$ cat config.mk
export PLATFORM = sky130hd
export DESIGN_NAME = msx_ram
export DESIGN_NICKNAME = d
export VERILOG_FILES = /design/src/hw/rtl/msx_ram.sv
export SDC_FILE = /design/constraint.sdc
export NUM_CORES = 1
export LEC_CHECK = 0
export BUFFER_PORTS_ARGS = -buffer_cell sky130_fd_sc_hd__buf_2
export CAP_MARGIN = 25
export CORE_MARGIN = 3
export CORE_UTILIZATION = 60
export CTS_CLUSTER_SIZE = 12
export DETAILED_ROUTE_END_ITERATION = 12
export GPL_ROUTABILITY_DRIVEN = 0
export PLACE_DENSITY_LB_ADDON = 0.3
export REMOVE_ABC_BUFFERS = 1
export SYNTH_ARGS = -nofsm -noshare
export SYNTH_HDL_FRONTEND = slang
export SYNTH_SLANG_ARGS = --single-unit
$ cat constraint.sdc
create_clock -name clk_i -period 2.8 [get_ports clk_i]
set_clock_uncertainty 0.15 [all_clocks]
set_input_delay 0.14 -clock clk_i [delete_from_list [all_inputs] [get_ports clk_i]]
set_output_delay 0.14 -clock clk_i [all_outputs]
set_load 0.03 [all_outputs]
$ cat src/hw/rtl/msx_ram.sv
module msx_ram #(
  parameter int WIDTH = 8,
  parameter int DEPTH = 16
) (
  input  logic                     clk_i,
  input  logic                     we_i,
  input  logic [$clog2(DEPTH)-1:0] waddr_i,
  input  logic [WIDTH-1:0]         wdata_i,
  input  logic                     re_i,
  input  logic [$clog2(DEPTH)-1:0] raddr_i,
  output logic [WIDTH-1:0]         rdata_o
);
  logic [WIDTH-1:0] mem_q [DEPTH];
  logic [WIDTH-1:0] rdata_q;

  // read returns the old contents on a same-edge write
  always_ff @(posedge clk_i) begin
    if (we_i) begin
      mem_q[waddr_i] <= wdata_i;
    end
    if (re_i) begin
      rdata_q <= mem_q[raddr_i];
    end
  end

  assign rdata_o = rdata_q;
endmodule

* Word level (Yosys, flattened, before mapping)
Memories as Yosys holds them, arrays and structs flattened. A register that Yosys moved wholly into a read port is not among the register bits. Cells that the tools add are included.
Storage, ports and cells: memory bits (writable) 128, memories 1, output and inout bits 8, bits in registers 0
Memory list:
- mem_q | words 16, width 8, read ports 1, clocked after memory_dff 1, write ports 1, line 13 | logic [WIDTH-1:0] mem_q [DEPTH];
Operators by class: mux-type cells 2
Operator list (count):
- $mux W1 | 2

* Depth between registers and ports, before layout
depth in word-level cells 2, mapped depth 5, depth with buffers taken out 3

* Worst setup path before layout
No wires, ideal clock.
path kind in2reg, start in waddr_i[2], end mem mem_q[0][0], enable pin, setup time 0.383 ns, data required time 2.267 ns, stages 2, slack 1.017 ns, arrival time 1.250 ns, path through or3b_2 nor3_1
RTL lines:
- from (decl) | line 7 | input logic [$clog2(DEPTH)-1:0] waddr_i,
- to (decl) | line 13
No word-level cell before the write port.

==> results.md <==
Routing:
- After detailed routing, the number of remaining DRC violations is 0.
- The first detailed-routing pass took 4 iterations.
- The ratio of routed vias to standard cells is 6.30.
- The number of vias after detailed routing is 2519.
- For this block, the initial DRC count from the detailed router was 163.
- The post-detailed-route count of antenna-violating nets is 0.
- After detailed routing, the average wire length per cell comes to 25.4 um.
- For this block, the routed nets add up to 10200 um of wire.

Yosys:
- The synthesized netlist contains 18 unique library cells.
- The count of state elements after synthesis is 136.
- By area the synthesized netlist is led by sky130_fd_sc_hd__edfxtp_1 78%, sky130_fd_sc_hd__mux4_2 7.8%, sky130_fd_sc_hd__mux4_1 7.0%, sky130_fd_sc_hd__a22oi_1 2.3%, sky130_fd_sc_hd__nor2_1 0.93%.
- The part of the Yosys area used for sequential elements is 78.1%.
- The synthesized netlist devotes 2.30% of its cell area to compound gates.
- The mean area per synthesized cell is 22.8 um^2.
- The cell area that synthesis handed to floorplanning was 5230 um^2.
- The multiplexer area fraction after synthesis is 14.8%.
- After synthesis, the share of flip-flops with an asynchronous set or reset is 0%.
- The instance count of the mapped netlist is 229.
- The adder and majority gate portion of the synthesized area is 0%.
- The largest area contributor in the synthesized netlist is sky130_fd_sc_hd__edfxtp_1.
- In this run the biggest area consumer among cell types represents 78.1% of the synthesized area.
- Yosys mapped a number of flops with a built-in enable equal to 136.
- The dominant combinational cell family by area after synthesis is multiplexers.
- The post-synthesis share of cell area spent on xor and xnor gates is 0%.
- By count the netlist is led by 136 x sky130_fd_sc_hd__edfxtp_1, 18 x sky130_fd_sc_hd__mux4_2, 16 x sky130_fd_sc_hd__a22oi_1.
- sky130_fd_sc_hd__edfxtp_1 is the most common cell in the netlist.
- In the synthesized netlist the dominant register cell turns out to be sky130_fd_sc_hd__edfxtp_1.
- The post-synthesis share of cell area spent on and, or, nand and nor gates is 3.14%.
- Yosys printed 0 warnings.

Clock tree:
- The later-pin clock latency in the skew report is 0.52 ns.
- Clock tree synthesis found a total of 136 sinks.
- TritonCTS created 17 clock buffers.
- After clock tree synthesis, the clock-pin slew on the worst setup and hold paths is 0.06 ns.
- The tree is rooted in a sky130_fd_sc_hd__clkbuf_8.
- The maximum root-to-sink buffer count is 2.
- The CTS tree is yes.
- The CTS H-tree depth is 4.

Cells and area:
- The multi-input combinational cells in the finished layout cover a total of 1060 um^2.
- The sequential cell area is 4080 um^2.
- The proportion of layout cells with a drive suffix above 1 is 29.2%.
- Counting the fill cells in the layout gives 456.
- The count of inserted antenna diode cells is 0.
- The final net count is 301.
- The area of all placed cells without fillers is 6180 um^2.
- Compared with the post-synthesis result, the final layout area differs by 18.1%.
- The finished layout holds 400 standard cells, fillers aside.

Critical path:
- Walking the worst path, the cells encountered are mux4_1 > a22oi_1 > nand2_1.
- The critical path buffer and inverter count is 0.
- STA classifies the critical path startpoint as a flip-flop.
- The critical path class is reg -> reg.
- The cell with the largest stage delay on the worst path is sky130_fd_sc_hd__mux4_1.
- The maximum single-stage delay on the critical path is 0.54 ns.
- The family of cells with the greatest summed delay on the critical path is multiplexers.
- STA puts the critical path data required time at 2.91 ns.
- The biggest fanout along the worst timing path is 1.
- STA classifies the critical path endpoint as a flip-flop.
- Data on the critical path arrives at its endpoint at 1.79 ns.

Global routing:
- Summed over all layers, the global routing overflow is 0.
- The number of global-route vias before repair was 2595.
- Entering global routing, the biggest net connects 33 pins.
- Global routing used 22.6% of the available tracks.
- The initial antenna violation count was 0.
- The first global-routing pass estimated 15500 um of wire.

Die:
- The floorplan step defined a die boundary enclosing 9870 um^2.
- The die extent in y is 99.3 um.
- The initialized floorplan defines 33 standard-cell rows.
- 27 I/O pins were placed.
- The floorplan step set the die width to 99.3 um.
- The floorplan step defined a core boundary enclosing 8340 um^2.
- For this configuration, the core starts out at a cell density of 62.7%.

Placement:
- At the placement stage, the worst setup path has a slack of 0.819 ns.
- The placed instances occupy a cell area of 5500 um^2.
- The placed wire-length estimate is 5930 um.
- The quantity of I/O buffers inserted on ports is 26.
- The instance count after placement with tap cells included is 359.

STA:
- The final period utilization is 60.1%.
- Measured against its own limit, the worst slew margin works out to 41.2%.
- The slack of the critical path is 1.12 ns.
- The final number of hold-violating endpoints is 0.
- Based on the critical path, the design can be clocked at up to 594 MHz.
- The clock period minus worst slack is 1.68 ns.
- Setup violations remaining at the end of the flow were counted as 0.
- The count of final max-slew check failures is 0.
- The final setup TNS is 0 ns.
- At the pin with the least slew margin, the transition time is 0.878 ns.
- Setup repair after global routing left no endpoint under its margin.

Flow run:
- The number of maximum-capacitance violations is 0.

Power:
- The completed layout was analyzed and its total power is 4.73 mW.
- The worst-case IR drop observed on VDD is 0.507 mV.
- For this design the ratio of total power to cell area is 766 nW/um^2.
- Summed over all cells, the static leakage comes to 2.09 nW.

Worst hold path:
- In this run the worst hold path is classified as in -> reg.

Outcome:
- The run finished with clean final reports.
-- per-layer routing --
metal	GRT usage, %	wire length (um)	part of all wire [%]	vias up
li1	-	-	-	1087
met1	32.0	4070	40	1289
met2	34.4	5020	49	132
met3	6.80	932	9.2	11
met4	7.77	140	1.4	0
met5	0	0	0	-
-- state kept, by name (all words and copies together), names as in the netlist --
register and flops:
mem_q 128, rdata_o 8
-- through the flow --
step,hold WS [ns],util [%]
2_1_floorplan,0.0889,-
3_3_place_gp,0.374,65.9
3_5_place_dp,0.384,65.9
4_1_cts,0.0108,74.0
5_1_grt,0.0318,74.0
6_report,0.0350,74.0
-- final timing paths --
| kind | endpoint | cells past startpoint | startpoint | slack (ns) |
|---|---|---|---|---|
| worst max-delay path | rdata_o[2] | 3 | mem_q[1][2] | 1.12 |
| worst max register to register | rdata_o[2] | 3 | mem_q[1][2] | 1.12 |
| worst min register to register | rdata_o[5] | 3 | mem_q[11][5] | 0.61 |
| worst min-delay path | mem_q[12][5] | 3 | waddr_i[0] | 0.03 |
-- where the power goes --
part / internal [mW] / switching [mW]
Combinational: 0.0943 / 0.137
Clock: 1.36 / 0.837
Sequential: 2.29 / 0.0135
Total: 3.75 / 0.988
-- tightest hold or removal path, stage by stage --
cell                     delay [ns]
sky130_fd_sc_hd__buf_2         0.14
sky130_fd_sc_hd__nor3_1        0.06
sky130_fd_sc_hd__buf_4         0.17
-- area by class of cell --
| class | instances | area share, % |
|---|---|---|
| Multi-Input combinational cell | 83 | 17.1 |
| Clock inverter | 15 | 2.86 |
| Timing Repair Buffer | 44 | 5.06 |
| Clock buffer | 17 | 6.71 |
| Tap cell | 105 | 2.13 |
| Sequential cell | 136 | 66.1 |
-- cells by family (layout without fill, tap and decap cells) --
logic type / Yosys count / count (layout)
AOI/OAI and AO/OA: 16 / 16
buffers and inverters: 10 / 76
muxes: 32 / 32
DFF: 136 / 136
and+or+nand+nor: 35 / 35
-- timing repair --
item / in CTS / in global routing
setup buffers: 0 / 0
hold endpoints to repair: 136 / 0
hold buffers: 9 / 0
resized for setup: 0 / 0
-- cell usage in the layout (no fill, tap or decap) --
cell,count
sky130_fd_sc_hd__nor3_1,4
sky130_fd_sc_hd__clkbuf_16,16
sky130_fd_sc_hd__or3b_2,1
sky130_fd_sc_hd__buf_2,26
sky130_fd_sc_hd__clkinv_2,4
sky130_fd_sc_hd__mux4_1,14
sky130_fd_sc_hd__buf_4,7
sky130_fd_sc_hd__nor2b_1,1
sky130_fd_sc_hd__nor2_1,13
sky130_fd_sc_hd__a22oi_1,16
sky130_fd_sc_hd__clkinv_4,3
sky130_fd_sc_hd__and2b_1,1
sky130_fd_sc_hd__mux4_2,18
sky130_fd_sc_hd__bufinv_16,3
sky130_fd_sc_hd__nand2_1,9
sky130_fd_sc_hd__clkinvlp_4,3
sky130_fd_sc_hd__inv_6,2
sky130_fd_sc_hd__and2_1,1
sky130_fd_sc_hd__dlygate4sd3_1,9
sky130_fd_sc_hd__nand2b_1,2
sky130_fd_sc_hd__buf_12,2
sky130_fd_sc_hd__nand3b_1,2
sky130_fd_sc_hd__edfxtp_1,136
sky130_fd_sc_hd__clkbuf_8,1
sky130_fd_sc_hd__nand3_1,1
(Power assumes the default switching activity.)
