$ cat src/hw/rtl/msx_pkg.sv
package msx_pkg;

  // channel payloads
  typedef struct packed {
    logic [31:0] instr_word;
  } in_t;

  typedef struct packed {
    logic [31:0] start_pc;
  } cfg_t;

  typedef struct packed {
    logic [31:0] next_pc;
    logic        halted;
    logic        syscall_pending;
    logic [31:0] syscall_code;
    logic [31:0] syscall_arg;
    logic        reg_written;
    logic [4:0]  reg_index;
    logic [31:0] reg_value;
  } res_t;

  // primary opcodes
  localparam logic [5:0] OP_SPECIAL = 6'd0;
  localparam logic [5:0] OP_REGIMM  = 6'd1;
  localparam logic [5:0] OP_J       = 6'd2;
  localparam logic [5:0] OP_JAL     = 6'd3;
  localparam logic [5:0] OP_BEQ     = 6'd4;
  localparam logic [5:0] OP_BNE     = 6'd5;
  localparam logic [5:0] OP_BLEZ    = 6'd6;
  localparam logic [5:0] OP_BGTZ    = 6'd7;
  localparam logic [5:0] OP_ADDI    = 6'd8;
  localparam logic [5:0] OP_SLTI    = 6'd10;
  localparam logic [5:0] OP_ANDI    = 6'd12;
  localparam logic [5:0] OP_ORI     = 6'd13;
  localparam logic [5:0] OP_XORI    = 6'd14;
  localparam logic [5:0] OP_LUI     = 6'd15;
  localparam logic [5:0] OP_MUL     = 6'd28;
  localparam logic [5:0] OP_LB      = 6'd32;
  localparam logic [5:0] OP_LH      = 6'd33;
  localparam logic [5:0] OP_LW      = 6'd35;
  localparam logic [5:0] OP_SB      = 6'd40;
  localparam logic [5:0] OP_SH      = 6'd41;
  localparam logic [5:0] OP_SW      = 6'd43;

  // special function codes
  localparam logic [5:0] FN_SLL     = 6'd0;
  localparam logic [5:0] FN_SRL     = 6'd2;
  localparam logic [5:0] FN_SLLV    = 6'd4;
  localparam logic [5:0] FN_SRLV    = 6'd6;
  localparam logic [5:0] FN_JR      = 6'd8;
  localparam logic [5:0] FN_SYSCALL = 6'd12;
  localparam logic [5:0] FN_ADD     = 6'd32;
  localparam logic [5:0] FN_SUB     = 6'd34;
  localparam logic [5:0] FN_AND     = 6'd36;
  localparam logic [5:0] FN_OR      = 6'd37;
  localparam logic [5:0] FN_XOR     = 6'd38;
  localparam logic [5:0] FN_SLT     = 6'd42;

  // regimm rt codes
  localparam logic [4:0] RT_BLTZ = 5'd0;
  localparam logic [4:0] RT_BGEZ = 5'd1;

  // register numbers
  localparam logic [4:0] REG_ZERO = 5'd0;
  localparam logic [4:0] REG_V0   = 5'd2;
  localparam logic [4:0] REG_A0   = 5'd4;
  localparam logic [4:0] REG_RA   = 5'd31;

  localparam logic [31:0] EXIT_CODE = 32'd10;

  typedef enum logic [1:0] {
    SZ_NONE,
    SZ_BYTE,
    SZ_HALF,
    SZ_WORD
  } mem_size_e;

  // decoded and executed instruction
  typedef struct packed {
    logic [31:0] npc;
    logic        halt;
    logic        pend;
    logic [31:0] scode;
    logic [31:0] sarg;
    logic        wr;
    logic [4:0]  widx;
    logic [31:0] wval;
    mem_size_e   ld_size;
    mem_size_e   st_size;
    logic [31:0] addr;
    logic [31:0] st_data;
  } exec_t;

endpackage

$ cat src/hw/rtl/msx_exec.sv
module msx_exec
  import msx_pkg::*;
(
  input  logic [31:0] instr_i,
  input  logic [31:0] pc_i,
  input  logic [31:0] vs_i,
  input  logic [31:0] vt_i,
  input  logic [31:0] v0_i,
  input  logic [31:0] a0_i,
  output exec_t       ex_o
);
  logic [5:0]  op, fn;
  logic [4:0]  sh, rd, rt, rs;
  logic [15:0] imm;
  logic [31:0] simm, zimm, seq_pc, br_pc, jtgt, prod;
  logic        neg, lt_t, lt_i;
  logic        wr_req;
  logic [4:0]  widx;
  logic [31:0] wval;

  assign op     = instr_i[31:26];
  assign rs     = instr_i[25:21];
  assign rt     = instr_i[20:16];
  assign rd     = instr_i[15:11];
  assign sh     = instr_i[10:6];
  assign fn     = instr_i[5:0];
  assign imm    = instr_i[15:0];
  assign simm   = {{16{imm[15]}}, imm};
  assign zimm   = {16'h0000, imm};
  assign seq_pc = pc_i + 32'd4;
  assign br_pc  = pc_i + {simm[29:0], 2'b00};
  assign jtgt   = {pc_i[31:28], instr_i[25:0], 2'b00};
  assign prod   = vs_i * vt_i;
  assign neg    = vs_i[31];
  assign lt_t   = $signed(vs_i) < $signed(vt_i);
  assign lt_i   = $signed(vs_i) < $signed(simm);

  always_comb begin
    wr_req        = 1'b0;
    widx          = rd;
    wval          = '0;
    ex_o          = '0;
    ex_o.npc      = seq_pc;
    ex_o.ld_size  = SZ_NONE;
    ex_o.st_size  = SZ_NONE;
    ex_o.addr     = vs_i + simm;
    ex_o.st_data  = vt_i;
    unique case (op)
      OP_SPECIAL: begin
        unique case (fn)
          FN_SLL:  begin wr_req = 1'b1; wval = vt_i << sh; end
          FN_SRL:  begin wr_req = 1'b1; wval = vt_i >> sh; end
          FN_SLLV: begin wr_req = 1'b1; wval = vt_i << vs_i[4:0]; end
          FN_SRLV: begin wr_req = 1'b1; wval = vt_i >> vs_i[4:0]; end
          FN_JR:   ex_o.npc = vs_i;
          FN_SYSCALL: begin
            if (v0_i == EXIT_CODE) begin
              ex_o.halt = 1'b1;
              ex_o.npc  = pc_i;
            end else begin
              ex_o.pend  = 1'b1;
              ex_o.scode = v0_i;
              ex_o.sarg  = a0_i;
            end
          end
          FN_ADD:  begin wr_req = 1'b1; wval = vs_i + vt_i; end
          FN_SUB:  begin wr_req = 1'b1; wval = vs_i - vt_i; end
          FN_AND:  begin wr_req = 1'b1; wval = vs_i & vt_i; end
          FN_OR:   begin wr_req = 1'b1; wval = vs_i | vt_i; end
          FN_XOR:  begin wr_req = 1'b1; wval = vs_i ^ vt_i; end
          FN_SLT:  begin wr_req = 1'b1; wval = {31'd0, lt_t}; end
          default: ;
        endcase
      end
      OP_REGIMM: begin
        if ((rt == RT_BLTZ && neg) || (rt == RT_BGEZ && !neg)) ex_o.npc = br_pc;
      end
      OP_J:    ex_o.npc = jtgt;
      OP_JAL:  begin
        wr_req   = 1'b1;
        widx     = REG_RA;
        wval     = seq_pc;
        ex_o.npc = jtgt;
      end
      OP_BEQ:  if (vs_i == vt_i) ex_o.npc = br_pc;
      OP_BNE:  if (vs_i != vt_i) ex_o.npc = br_pc;
      OP_BLEZ: if (neg || vs_i == 32'd0) ex_o.npc = br_pc;
      OP_BGTZ: if (!neg && vs_i != 32'd0) ex_o.npc = br_pc;
      OP_ADDI: begin wr_req = 1'b1; widx = rt; wval = vs_i + simm; end
      OP_SLTI: begin wr_req = 1'b1; widx = rt; wval = {31'd0, lt_i}; end
      OP_ANDI: begin wr_req = 1'b1; widx = rt; wval = vs_i & zimm; end
      OP_ORI:  begin wr_req = 1'b1; widx = rt; wval = vs_i | zimm; end
      OP_XORI: begin wr_req = 1'b1; widx = rt; wval = vs_i ^ zimm; end
      OP_LUI:  begin wr_req = 1'b1; widx = rt; wval = {imm, 16'h0000}; end
      OP_MUL:  begin wr_req = 1'b1; wval = prod; end
      OP_LB:   begin wr_req = 1'b1; widx = rt; ex_o.ld_size = SZ_BYTE; end
      OP_LH:   begin wr_req = 1'b1; widx = rt; ex_o.ld_size = SZ_HALF; end
      OP_LW:   begin wr_req = 1'b1; widx = rt; ex_o.ld_size = SZ_WORD; end
      OP_SB:   ex_o.st_size = SZ_BYTE;
      OP_SH:   ex_o.st_size = SZ_HALF;
      OP_SW:   ex_o.st_size = SZ_WORD;
      default: ;
    endcase
    // register zero drops the write entirely
    ex_o.wr   = wr_req && (widx != REG_ZERO);
    ex_o.widx = ex_o.wr ? widx : REG_ZERO;
    ex_o.wval = ex_o.wr ? wval : '0;
  end
endmodule

$ cat config.mk
export PLATFORM = sky130hd
export DESIGN_NAME = msx_exec
export DESIGN_NICKNAME = d
export VERILOG_FILES = /design/src/hw/rtl/msx_pkg.sv /design/src/hw/rtl/msx_exec.sv
export SDC_FILE = /design/constraint.sdc
export NUM_CORES = 2
export LEC_CHECK = 0
export ABC_AREA = 1
export BUFFER_PORTS_ARGS = -buffer_cell sky130_fd_sc_hd__buf_2
export CAP_MARGIN = 20
export CORE_MARGIN = 8
export CORE_UTILIZATION = 57
export DETAILED_ROUTE_END_ITERATION = 10
export GPL_ROUTABILITY_DRIVEN = 1
export PLACE_DENSITY = 0.81
export SETUP_SLACK_MARGIN = 0.3
export SYNTH_ARGS = -nofsm -noshare
export SYNTH_HDL_FRONTEND = slang
export SYNTH_SLANG_ARGS = --single-unit
$ cat constraint.sdc
create_clock -name vclk -period 9.9
set_input_delay 1.98 -clock vclk [all_inputs]
set_output_delay 1.98 -clock vclk [all_outputs]
set_load 0.03 [all_outputs]
==> reports/qor.tcl, run 1 <==
set qor(status) {did not finish}
set qor(ys.warnings.count) 0
set qor(port_buffers) 396
set qor(worstEpCategory) {top-level output}
set qor(chipHeight_um) 264.5
set qor(synth_area_leaders) {sky130_fd_sc_hd__fa_1 (23%), sky130_fd_sc_hd__nand2_1 (17%), sky130_fd_sc_hd__inv_1 (13%)}
set qor(syn_nets) 6796
set qor(std_cell_rows) 91
set qor(avgSynthCellArea_um2) 6.003
set qor(synth_area_leader_cell) {sky130_fd_sc_hd__fa_1}
set qor(mappedNetlistArea_um2) 35200
set qor(floorplan.initialDensity) 0.5736
set qor(netlist_top_cells_count) {sky130_fd_sc_hd__nand2_1 (1564), sky130_fd_sc_hd__inv_1 (1234), sky130_fd_sc_hd__nand3_1 (465)}
set qor(seq_area_frac_synth) 0
set qor(largest_net_degree_at_the_start_of_global_routing) 65
set qor(design.portCount) 396
set qor(postSynthCellCount) 5864
set qor(dp.final_hpwl_mm) 165.8
set qor(error) {[ERROR GRT-0232] Routing congestion too high. Check the congestion heatmap in the GUI.}
set qor(post-synth-top-count-cell) {sky130_fd_sc_hd__nand2_1}
set qor(grt_overflow) 401
set qor(place_congestion) 1.172
set qor(grt_worst_setup_endpoint) {ex_o[98]}
set qor(failed_stage) {5_1_grt}
set qor(grt_usage) 0.8327
set qor(yosys.cell_types.count) 63
set qor(die_x_um) 264.5
set qor(synth_largest_type_area_fraction) 0.2343
-- repair_timing --
item,4_1_cts
hold buffers,0
endpoints found under the setup margin,25
pin swaps,153
buffers inserted,28
gates cloned,3
resized for setup,371
-- layer usage --
| metal | global-route usage | GRT overflow |
|---|---|---|
| met1 | 0.8572 | 56 |
| met5 | 0.5464 | 2 |
| met2 | 0.9323 | 192 |
| met4 | 0.7271 | 97 |
| met3 | 0.7655 | 54 |
-- cell families after synthesis --
logic type	count (synthesis)	synth area share
XOR/XNOR	85	0.02115
adder cells (fa/ha/maj)	740	0.3509
buffers and inverters	1543	0.1736
AO/OA/AOI/OAI	825	0.1356
AND/OR/NAND/NOR	2671	0.3188
-- stage by stage --
stage                     cells  area (µm²)  hold WS, ns  setup WS [ns]
after global placement     7130       40140        4.266        -0.9551
after detailed placement   7130       40140        4.276         -1.109
after floorplan            5864       35840        4.092       -0.05840
after CTS                  7161       41870        4.277        -0.7033
==> inputs of run 2 (changes only) <==
--- a/config.mk
+++ b/config.mk
@@ -9,11 +9,10 @@
 export BUFFER_PORTS_ARGS = -buffer_cell sky130_fd_sc_hd__buf_2
 export CAP_MARGIN = 20
 export CORE_MARGIN = 8
-export CORE_UTILIZATION = 57
+export CORE_UTILIZATION = 40
 export DETAILED_ROUTE_END_ITERATION = 10
 export GPL_ROUTABILITY_DRIVEN = 1
-export PLACE_DENSITY = 0.81
-export SETUP_SLACK_MARGIN = 0.3
+export PLACE_DENSITY_LB_ADDON = 0.15
 export SYNTH_ARGS = -nofsm -noshare
 export SYNTH_HDL_FRONTEND = slang
 export SYNTH_SLANG_ARGS = --single-unit
==> constraint.sdc (replaced) <==
create_clock -name vclk -period 12.85
set_input_delay 2.57 -clock vclk [all_inputs]
set_output_delay 2.57 -clock vclk [all_outputs]
set_load 0.03 [all_outputs]
==> run 2 against run 1 <==
  * The run now ends clean
  * Synthesized cell count stayed put
  * Area after synthesis stayed put
==> reports/qor.tcl, run 2 <==
set qor(die_area_um2) 97760
set qor(report.final.hold_viol_count) 0
set qor(crit_path_frequent_cell) {sky130_fd_sc_hd__fa_1}
set qor(post-route-worst-setup-slack_ns) 0.1666
set qor(pleak_nw) 22.16
set qor(via_per_inst) 5.717
set qor(synth_area_leaders) {sky130_fd_sc_hd__fa_1 (23%), sky130_fd_sc_hd__nand2_1 (17%), sky130_fd_sc_hd__inv_1 (13%)}
set qor(largest_net_degree_at_the_start_of_global_routing) 65
set qor(setup_repair_bufs_after_cts) 0 ;# -100%
set qor(avgSynthCellArea_um2) 6.003 ;# unchanged
set qor(synth_largest_type_area_fraction) 0.2343 ;# unchanged
set qor(antenna_left) 0
set qor(wl_per_cell_um) 26.73
set qor(most_common_library_cell_in_the_layout_ignoring_fill_and_taps) {sky130_fd_sc_hd__nand2_1}
set qor(postSynthCellCount) 5864 ;# unchanged
set qor(clkbuf_count) 0
set qor(yosys.cell_types.count) 63 ;# unchanged
set qor(die_x_um) 312.7 ;# +18%
set qor(ys.warnings.count) 0 ;# unchanged
set qor(min_delay_worst_endpoint) {ex_o[111]}
set qor(worst_setup_path_end_kind) {output pin}
set qor(timing.hold.worst.class) {in -> out}
set qor(syn_nets) 6796 ;# unchanged
set qor(worst-path-max-fanout) 20
set qor(post_cts_resize_count) 0 ;# -100%
set qor(crit_family) {adder cells}
set qor(worstSetupPathType) {in -> out}
set qor(setup-violations-final) 0
set qor(place_worst_setup_slack_ns) 0.3057 ;# +1.415 ns
set qor(max_slew.worst_pin.slew_ns) 1.101
set qor(antenna_found_initial) 18
set qor(grt_pass1_vias) 39590
set qor(slowest_delay_ns) 0.62
set qor(dpl-instance-area_um2) 38160 ;# -4.9%
set qor(vias_after_detailed_routing) 41530
set qor(max-slew-margin-rel) 0.2638
set qor(totalWireLength_mm) 194.2
set qor(grt_usage) 0.3795
set qor(hold_depth) 4
set qor(design.portCount) 396 ;# unchanged
set qor(coreArea_um2) 87830
set qor(post-synth-top-count-cell) {sky130_fd_sc_hd__nand2_1}
set qor(irDropWorstVdd_uv) 968.1
set qor(max_cap_violations) 0
set qor(design_area_um2) 38210
set qor(seq_area_frac_synth) 0 ;# unchanged
set qor(layout-drive-gt1-share) 0.09870
set qor(num-nets-final) 7023
set qor(port_buffers) 396 ;# unchanged
set qor(synth_area_leader_cell) {sky130_fd_sc_hd__fa_1}
set qor(rsz0062_at_grt) {no}
set qor(chipHeight_um) 312.7 ;# +18%
set qor(grt_overflow) 0
set qor(std_cell_rows) 109 ;# +20%
set qor(place_congestion) 1.107 ;# -5.6%
set qor(mappedNetlistArea_um2) 35200 ;# unchanged
set qor(status) {finished clean}
set qor(cp.arrival_ns) 10.11
set qor(first_pass_grt_wire_length_mm) 277.3
set qor(drcViolationCount) 0
set qor(initialDrtViolationCount) 5632
set qor(start_kind) {input pin}
set qor(final_max_slew_viol_count) 0
set qor(fin_total_pwr_mw) 11.58
set qor(slowest_stage) {sky130_fd_sc_hd__fa_1}
set qor(power-per-cell-area_nw_per_um2) 303.1
set qor(area_growth_pct) 8.534
set qor(dp.final_hpwl_mm) 162.0 ;# -2.3%
set qor(worst_ep_required_ns) 10.28
set qor(multiInputGateArea_um2) 29100
set qor(timing.fmax_mhz) 78.84
set qor(cp.buffers_inverters) 4
set qor(area.sequential_um2) 0
set qor(layout.sequential_cells) 0
set qor(fin_crit_sh) 0.9870
set qor(path_cells) {buf_2 > ha_1 > fa_1 > inv_1 > fa_1 > fa_1 > inv_1 > fa_1 > fa_1 > fa_1 > fa_1 > fa_1 > ha_1 > a21oi_1 > o21ai_0 > a21oi_1 > o211ai_1 > or2_2 > nand3_1 > o221ai_1 > nor2_1 > a21oi_1 > buf_2}
set qor(drt-pass1-iter-count) 8
set qor(fillCellCount) 9828
set qor(floorplan.initialDensity) 0.4008 ;# -0.1728
set qor(timing.setup.tns_ns) 0
set qor(cts_hold_buf) 0 ;# unchanged
set qor(final_cell_mix) {sky130_fd_sc_hd__nand2_1 (1564), sky130_fd_sc_hd__inv_1 (1234), sky130_fd_sc_hd__nand3_1 (465), sky130_fd_sc_hd__fa_1 (412), sky130_fd_sc_hd__nor2_1 (400)}
set qor(holdCritStartpoint) {a0_i[5]}
set qor(netlist_top_cells_count) {sky130_fd_sc_hd__nand2_1 (1564), sky130_fd_sc_hd__inv_1 (1234), sky130_fd_sc_hd__nand3_1 (465)}
set qor(layout_min_cycle_time_ns) 12.68
[run 2: cell counts after synthesis]
No cell type changed its count.
[run 2: tightest hold or removal path: cells and delay by family]
family / cells / cell delay (ns)
buffers and inverters: 3 / 0.29
AND/OR/NAND/NOR: 1 / 0.03
[run 2: area by class of cell]
class,count,area share
multi-input combinational,4321,0.7616
inverter,1258,0.1237
timing repair buffer,510,0.07585
tap,1165,0.03815
antenna,11,0.0007205
[run 2: metrics by stage]
step           hold WS [ns]  cells    util
2_1_floorplan         5.272   5864       -
3_3_place_gp          5.468   7254  0.4344
3_5_place_dp          5.471   7254  0.4344
4_1_cts               5.472   7254  0.4344
5_1_grt               5.485   7257  0.4348
6_report              5.472   7265  0.4350
[run 2: power breakdown]
| part | internal [mW] | switching, mW |
|---|---|---|
| clock network | 0.0000000411 | 0 |
| logic | 4.07 | 7.51 |
| registers | 0 | 0 |
| total | 4.07 | 7.51 |
[run 2: cell families (layout without fill, tap and decap cells)]
family | count (synthesis) | after routing | share of synthesized area
xor gates and xnor gates | 85 | 85 | 0.02115
and+or+nand+nor | 2671 | 2671 | 0.3188
buffers and inverters | 1543 | 1768 | 0.1736
other | 0 | 11 | 0
adders and majority gates | 740 | 740 | 0.3509
AOI/OAI and AO/OA | 825 | 825 | 0.1356
[run 2: layer usage]
metal  global-route usage  wire [µm]  vias up
met2               0.5585      79910     2528
met5                    0         38        -
met4               0.2090      13720        6
met1               0.5141      78480    19790
li1                     -          -    18690
met3              0.08245      22030      527
[run 2: how the worst max path moves through the flow]
stage              from       end  slack, ns  cells past startpoint
2_1_floorplan   vt_i[6]  ex_o[97]       1.16                     30
3_3_place_gp    vt_i[2]  ex_o[88]       0.38                     29
3_5_place_dp   vs_i[13]  ex_o[98]       0.31                     23
4_1_cts        vs_i[13]  ex_o[98]       0.29                     23
5_1_grt         vs_i[9]  ex_o[93]      0.008                     31
6_report       vs_i[11]  ex_o[92]       0.17                     23
No activity file was read; power rests on OpenSTA's default activity.
